[config.mk]
export PLATFORM = sky130hd
export DESIGN_NAME = sbar_ctrl
export DESIGN_NICKNAME = d
export VERILOG_FILES = /design/src/rtl/sbar_pkg.sv /design/src/rtl/sbar_ctrl.sv
export SDC_FILE = /design/constraint.sdc
export NUM_CORES = 1
export LEC_CHECK = 0
export ABC_CLOCK_PERIOD_IN_PS = 2000
export BUFFER_PORTS_ARGS = -buffer_cell sky130_fd_sc_hd__buf_2
export CAP_MARGIN = 5
export CELL_PAD_IN_SITES_DETAIL_PLACEMENT = 2
export CELL_PAD_IN_SITES_GLOBAL_PLACEMENT = 2
export CORE_UTILIZATION = 31
export CTS_CLUSTER_SIZE = 24
export DETAILED_ROUTE_END_ITERATION = 16
export GPL_ROUTABILITY_DRIVEN = 0
export PLACE_DENSITY = 0.75
export SYNTH_ARGS = -nofsm -noshare
export SYNTH_HDL_FRONTEND = slang
export SYNTH_SLANG_ARGS = --single-unit
[constraint.sdc]
create_clock -name clk -period 2 [get_ports clk]
set_clock_uncertainty 0.1 [all_clocks]
set_input_delay 0.2 -clock clk [delete_from_list [all_inputs] [get_ports clk]]
set_output_delay 0.2 -clock clk [all_outputs]
set_load 0.01 [all_outputs]
[src/rtl/sbar_pkg.sv]
// ----------------------------------------------------------------------------
// sbar_pkg: shared types, constants and rotation table
// Fixed-point formats, command/status structs between the controller and the
// datapath, and the per-bit rotation table built at elaboration.
// ----------------------------------------------------------------------------
package sbar_pkg;

    // Field widths
    localparam int INT_W      = 33;
    localparam int IN_FRAC_W  = 48;
    localparam int OUT_W      = 32;
    localparam int S_TDATA_W  = ((INT_W + IN_FRAC_W + 1 + 7) / 8) * 8;
    localparam int M_TDATA_W  = 2 * OUT_W;

    // Fraction bits that drive rotations, output fraction bits
    localparam int FRAC_BITS     = 48;
    localparam int OUT_FRAC_BITS = 30;

    // Internal fixed point: signed, Q fraction bits, within +-2^Q
    localparam int Q       = 62;
    localparam int MAG_W   = Q + 1;
    localparam int VAL_W   = Q + 2;
    localparam int SUM_W   = Q + 3;
    localparam int HALF_W  = 32;
    localparam int PROD_W  = 2 * HALF_W;
    localparam int ACC_W   = 2 * PROD_W;

    localparam int TAB_LEN       = 48;
    localparam int IDX_W         = $clog2(TAB_LEN);
    localparam int TAYLOR_TERMS  = 40;

    localparam logic [31:0] MAX_TURNS = 32'hffff_ffff;
    localparam logic [63:0] PI_Q      = 64'hC90F_DAA2_2168_C235;

    typedef logic signed [VAL_W-1:0] val_t;

    localparam val_t ONE_Q = val_t'(64'd1 << Q);

    // Product order within one rotation
    typedef enum logic [1:0] {
        PR_CC = 2'd0,   // cos * table cos
        PR_SS = 2'd1,   // sin * table sin
        PR_CS = 2'd2,   // cos * table sin
        PR_SC = 2'd3    // sin * table cos
    } prod_t;

    typedef enum logic [4:0] {
        S_IDLE = 5'b00001,
        S_SCAN = 5'b00010,
        S_MUL  = 5'b00100,
        S_ROT  = 5'b01000,
        S_DONE = 5'b10000
    } state_t;

    typedef enum logic [4:0] {
        PH_LATCH = 5'b00001,
        PH_MUL_A = 5'b00010,
        PH_MUL_B = 5'b00100,
        PH_SUM   = 5'b01000,
        PH_ADD   = 5'b10000
    } phase_t;

    typedef struct packed {
        logic             load;
        logic             advance;
        logic             latch;
        logic             mul_a;
        logic             mul_b;
        logic             sum;
        logic             add;
        logic             rot;
        logic             finish;
        prod_t            prod;
        logic [IDX_W-1:0] idx;
    } cmd_t;

    typedef struct packed {
        logic bit_set;
        logic oor;
    } sts_t;

    // Rotation table: [j][0] cos, [j][1] sin of 2*pi*2^-(j+1)
    typedef logic [TAB_LEN-1:0][1:0][VAL_W-1:0] rot_tab_t;

    function automatic logic [63:0] tab_umul(logic [63:0] a, logic [63:0] b);
        logic [127:0] p;
        p = {64'd0, a} * {64'd0, b};
        p = p + (128'd1 << (Q - 1));
        return p[Q+63:Q];
    endfunction

    // Restoring long division, evaluated at elaboration only
    function automatic logic [63:0] tab_udiv(logic [63:0] num, logic [6:0] den);
        logic [63:0] quo;
        logic [64:0] rem;
        quo = '0;
        rem = '0;
        for (int i = 63; i >= 0; i--) begin
            rem = {rem[63:0], num[i]};
            if (rem >= 65'(den)) begin
                rem    = rem - 65'(den);
                quo[i] = 1'b1;
            end
        end
        return quo;
    endfunction

    function automatic rot_tab_t build_rot_tab();
        rot_tab_t    tab;
        logic [63:0] one;
        logic [63:0] x;
        logic [63:0] t;
        logic [63:0] c;
        logic [63:0] s;
        tab = '0;
        one = 64'd1 << Q;
        tab[0][0] = -one;
        tab[1][1] = one;
        for (int j = 2; j < TAB_LEN; j++) begin
            x = (PI_Q >> j) + ((PI_Q >> (j - 1)) & 64'd1);
            t = one;
            c = one;
            s = '0;
            for (int n = 1; n <= TAYLOR_TERMS; n++) begin
                t = tab_udiv(tab_umul(t, x) + 64'(n >> 1), 7'(n));
                if ((n & 1) != 0) begin
                    if (((n >> 1) & 1) != 0) s = s - t;
                    else                     s = s + t;
                end
                else begin
                    if (((n >> 1) & 1) != 0) c = c - t;
                    else                     c = c + t;
                end
            end
            tab[j][0] = c;
            tab[j][1] = s;
        end
        return tab;
    endfunction

    localparam rot_tab_t ROT_TAB = build_rot_tab();

endpackage

[src/rtl/sbar_ctrl.sv]
// ----------------------------------------------------------------------------
// sbar_ctrl: sequencing controller
// Walks the fraction bits MSB first, runs four products per set bit through
// the shared multiplier pair, and owns the input and output handshakes.
// ----------------------------------------------------------------------------
module sbar_ctrl (
    input  logic            clk,
    input  logic            rst_n,
    input  logic            s_tvalid,
    output logic            s_tready,
    output logic            m_tvalid,
    input  logic            m_tready,
    input  sbar_pkg::sts_t  sts,
    output sbar_pkg::cmd_t  cmd
);
    import sbar_pkg::*;

    localparam logic [IDX_W-1:0] LAST_IDX = IDX_W'(FRAC_BITS - 1);

    state_t           state_reg, state_next;
    phase_t           phase_reg, phase_next;
    prod_t            prod_reg, prod_next;
    logic [IDX_W-1:0] idx_reg, idx_next;
    logic             m_tvalid_reg, m_tvalid_next;

    assign s_tready = (state_reg == S_IDLE);
    assign m_tvalid = m_tvalid_reg;

    always_comb
    begin
        state_next = state_reg;
        phase_next = phase_reg;
        prod_next  = prod_reg;
        idx_next   = idx_reg;
        cmd        = '0;
        cmd.prod   = prod_reg;
        cmd.idx    = idx_reg;

        unique case (state_reg)
            S_IDLE:
            begin
                if (s_tvalid)
                begin
                    cmd.load   = 1'b1;
                    idx_next   = '0;
                    state_next = S_SCAN;
                end
            end
            S_SCAN:
            begin
                priority if (sts.oor)
                begin
                    state_next = S_DONE;
                end
                else if (sts.bit_set)
                begin
                    phase_next = PH_LATCH;
                    prod_next  = PR_CC;
                    state_next = S_MUL;
                end
                else if (idx_reg == LAST_IDX)
                begin
                    state_next = S_DONE;
                end
                else
                begin
                    // skip a clear bit
                    cmd.advance = 1'b1;
                    idx_next    = idx_reg + 1'b1;
                end
            end
            S_MUL:
            begin
                unique case (phase_reg)
                    PH_LATCH:
                    begin
                        cmd.latch  = 1'b1;
                        phase_next = PH_MUL_A;
                    end
                    PH_MUL_A:
                    begin
                        cmd.mul_a  = 1'b1;
                        phase_next = PH_MUL_B;
                    end
                    PH_MUL_B:
                    begin
                        cmd.mul_b  = 1'b1;
                        phase_next = PH_SUM;
                    end
                    PH_SUM:
                    begin
                        cmd.sum    = 1'b1;
                        phase_next = PH_ADD;
                    end
                    PH_ADD:
                    begin
                        cmd.add    = 1'b1;
                        phase_next = PH_LATCH;
                        unique case (prod_reg)
                            PR_CC: prod_next = PR_SS;
                            PR_SS: prod_next = PR_CS;
                            PR_CS: prod_next = PR_SC;
                            PR_SC: state_next = S_ROT;
                            default: prod_next = PR_CC;
                        endcase
                    end
                    default: phase_next = PH_LATCH;
                endcase
            end
            S_ROT:
            begin
                cmd.rot = 1'b1;
                if (idx_reg == LAST_IDX)
                begin
                    state_next = S_DONE;
                end
                else
                begin
                    cmd.advance = 1'b1;
                    idx_next    = idx_reg + 1'b1;
                    state_next  = S_SCAN;
                end
            end
            S_DONE:
            begin
                // hold until the output register is free
                if (!m_tvalid_reg || m_tready)
                begin
                    cmd.finish = 1'b1;
                    state_next = S_IDLE;
                end
            end
            default: state_next = S_IDLE;
        endcase
    end

    always_comb
    begin
        m_tvalid_next = m_tvalid_reg;
        if (m_tvalid_reg && m_tready)
            m_tvalid_next = 1'b0;
        if (cmd.finish)
            m_tvalid_next = 1'b1;
    end

    always_ff @(posedge clk or negedge rst_n)
    begin
        if (!rst_n)
        begin
            state_reg    <= S_IDLE;
            phase_reg    <= PH_LATCH;
            prod_reg     <= PR_CC;
            idx_reg      <= '0;
            m_tvalid_reg <= 1'b0;
        end
        else
        begin
            state_reg    <= state_next;
            phase_reg    <= phase_next;
            prod_reg     <= prod_next;
            idx_reg      <= idx_next;
            m_tvalid_reg <= m_tvalid_next;
        end
    end

endmodule

==> results.py <==
metrics = {
    "run_status": {
        "status": "finished with violations",
        "violations": "setup timing",
    },
    "die": {
        "die_w_um": 61.8,
        "die_y_um": 61.8,
        "initial_core_util": 0.327,
        "io_pins": 25,
        "core-area_mm2": 0.00339,
        "dieArea_mm2": 0.00382,
        "rows": 21,
    },
    "critical_path": {
        "r2r_setup_slack_ns": 0.14,
        "startpoint_type": "flip-flop",
        "crit_fanout": 3,
        "reg2reg_to": "idx_reg[2]",
        "arrival_ns": 1.78,
        "r2r-start": "idx_reg[0]",
        "crit_type": "reg2out",
        "cp_data_required_time_ns": 1.70,
        "r2r_cells": 6,
        "endpoint_kind": "output pin",
    },
    "yosys": {
        "async_flop_share": 1.00,
        "synth_nets": 131,
        "syn_avg_cell_area_um2": 9.25,
        "postSynthCellCount": 120,
        "ys_warn_count": 0,
        "yosysSeqAreaShare": 0.431,
        "synthFlopType": "dfrtp_1",
        "synth_edf_count": 0,
        "synth_area_mm2": 0.00111,
        "synth_seq_cells": 19,
        "synth_cell_types": 40,
    },
    "sta": {
        "period_share": 1.04,
        "fmax_mhz": 481,
        "rsz0062_at_grt": "true",
        "maxSlewViolCount": 0,
        "worstMarginPinSlew_ns": 0.549,
        "fin_hold_ws_ns": 0.156,
        "setup_viol": 2,
        "hold_viol_final": 0,
        "slew_headroom": 0.631,
        "fin_ws_ns": -0.0804,
        "min_period_ns": 2.08,
    },
    "layout": {
        "stdcell_count": 202,
        "syn_to_final_growth_pct": 26.5,
        "num-nets-final": 168,
        "largest_reg_flops": 6,
        "antenna_cells": 0,
        "layout-drive-gt1-share": 0.327,
    },
    "cts": {
        "cts_buffer_depth": 2,
        "root_buffer": "clkbuf_4",
        "tritoncts": "yes",
        "numClockSinks": 19,
        "htreeDepth": 1,
        "clk_pin_slew_ns": 0.12,
        "clkLatencyLatePin_ns": 0.32,
        "cts_made_buffers": 3,
    },
    "global_routing": {
        "antenna_found_initial": 0,
        "grt_usage": 0.202,
        "grt_overflow_total": 0,
        "grt_max_degree": 20,
        "grt_first_pass_wirelength_mm": 5.45,
        "first_global_vias": 1114,
    },
    "worst_hold_path": {
        "hold_path_class": "in2reg",
        "hold_start": "sts[0]",
        "holdPathEnd": "state_reg[2]",
        "hold_depth": 4,
    },
    "pwr": {
        "internal_power_w": 0.000792,
        "p_comb_frac": 0.429,
        "switching_power_w": 0.000549,
        "power_frac_seq": 0.411,
        "switching_share": 0.409,
        "irDropWorstVdd_uv": 316,
        "p_leak_nw": 0.723,
        "clock_power_share": 0.160,
        "power_density_mw_per_mm2": 956,
    },
    "drt": {
        "wirelength_mm": 3.48,
        "via_count": 1037,
        "drt_first_iter_violations": 6,
        "drc_errors": 0,
        "wl_per_cell_um": 17.2,
        "routed_via_density": 5.13,
        "firstDrtPassIters": 4,
        "ant_nets": 0,
    },
    "job": {
        "cap_violations": 0,
    },
    "placed_design": {
        "place_inst": 188,
        "hpwlAfterDp_mm": 2.39,
        "port_buffers": 24,
    },
}
## metrics by stage
step / area (µm²) / setup TNS (ns) / setup slack [ns] / utilization / power, W
5_1_grt: 1400 / -0.765 / -0.178 / 0.414 / 0.00143
6_report: 1400 / -0.157 / -0.0804 / 0.414 / 0.00134
3_5_place_dp: 1270 / 0 / 0.144 / 0.375 / 0.00103
2_1_floorplan: 1110 / 0 / 0.227 / - / 0.000883
4_1_cts: 1390 / -0.134 / -0.111 / 0.409 / 0.00132
3_3_place_gp: 1270 / 0 / 0.212 / 0.375 / 0.00100
## cell usage in the layout (no fill, tap or decap), types with 2 or more instances in the layout
master / synthesis / final
buf_2: 1 / 24
dfrtp_1: 17 / 16
nor2_1: 14 / 12
nand2_1: 11 / 11
inv_1: 9 / 9
buf_4: 2 / 9
a21oi_1: 5 / 5
nand3_1: 5 / 4
nand2b_1: 4 / 4
a31oi_1: 4 / 4
o21ai_1: 4 / 4
ha_1: 5 / 4
nor2_2: 1 / 3
nand4_1: 3 / 3
nand3_2: 2 / 3
a21o_1: 3 / 3
clkbuf_4: 0 / 3
dlygate4sd3_1: 0 / 3
nor3b_4: 1 / 2
nor3_1: 2 / 2
and3_1: 2 / 2
and2_1: 2 / 2
o21ai_0: 2 / 2
a41oi_1: 2 / 2
dfstp_2: 2 / 2
## synthesized netlist by cell type, types with 3 or more instances
| master | instances | area [µm²] |
|---|---|---|
| a21oi_1 | 5 | 25.0 |
| a21o_1 | 3 | 22.5 |
| ha_1 | 5 | 62.6 |
| nand2b_1 | 4 | 25.0 |
| nand2_1 | 11 | 41.3 |
| nand4_1 | 3 | 18.8 |
| inv_1 | 9 | 33.8 |
| a31oi_1 | 4 | 25.0 |
| dfrtp_1 | 17 | 425 |
| nor2_1 | 14 | 52.6 |
| nand3_1 | 5 | 25.0 |
| o21ai_1 | 4 | 20.0 |
## how the worst max path moves through the flow
stage | startpoint | endpoint
after floorplan | idx_reg[0] | idx_reg[1]
after global placement | state_reg[1] | cmd[14]
after detailed placement | state_reg[1] | cmd[14]
after CTS | state_reg[0] | cmd[14]
after global routing | state_reg[4] | cmd[14]
final | state_reg[4] | cmd[14]
## metal layers
layer  vias up  track usage  part of all wire
met1       525        0.253              0.44
met5         -            0                 0
met4         0       0.0762             0.013
met2        15        0.353              0.51
met3         5       0.0290             0.029
li1        492            -                 -
## cells by family after synthesis
family                     after synthesis  synth area share
and+or+nand+nor                         54             0.273
AOI/OAI and AO/OA                       27             0.165
buffers and inverters                   13            0.0586
adders and majority gates                5            0.0564
xor gates and xnor gates                 1           0.00789
DFF                                     19             0.431
muxes                                    1           0.00902
## repair_timing
action	CTS	global route
endpoints found under the hold margin	19	0
gates resized for setup	6	1
endpoints found under the setup margin	5	6
hold buffers	3	0
setup buffers	5	2
pin swaps	2	3
## worst max-delay path, cell delays in order (launching register included)
cell     delay (ns)
dfrtp_1        0.43
nor2_4         0.13
nand3_2        0.09
or4_4          0.45
nor3b_4        0.21
buf_2          0.16
## layout make-up
type                       instances  area (µm²)
inverter                           9        33.8
fill                             371        1990
clock buffer                       4        26.3
timing repair buffer              36         218
tap                               46        57.6
multi-input combinational         88         589
sequential                        19         479
## power by group through the flow
| stage | clock network, W | registers, W | logic, W |
|---|---|---|---|
| final | 0.000215 | 0.000551 | 0.000576 |
| after global routing | 0.000232 | 0.000565 | 0.000636 |
| after CTS | 0.000216 | 0.000553 | 0.000551 |
| after detailed placement | 0 | 0.000567 | 0.000465 |
| after global placement | 0 | 0.000555 | 0.000449 |
| after floorplan | 0 | 0.000550 | 0.000333 |
No activity file was read; power rests on OpenSTA's default activity.
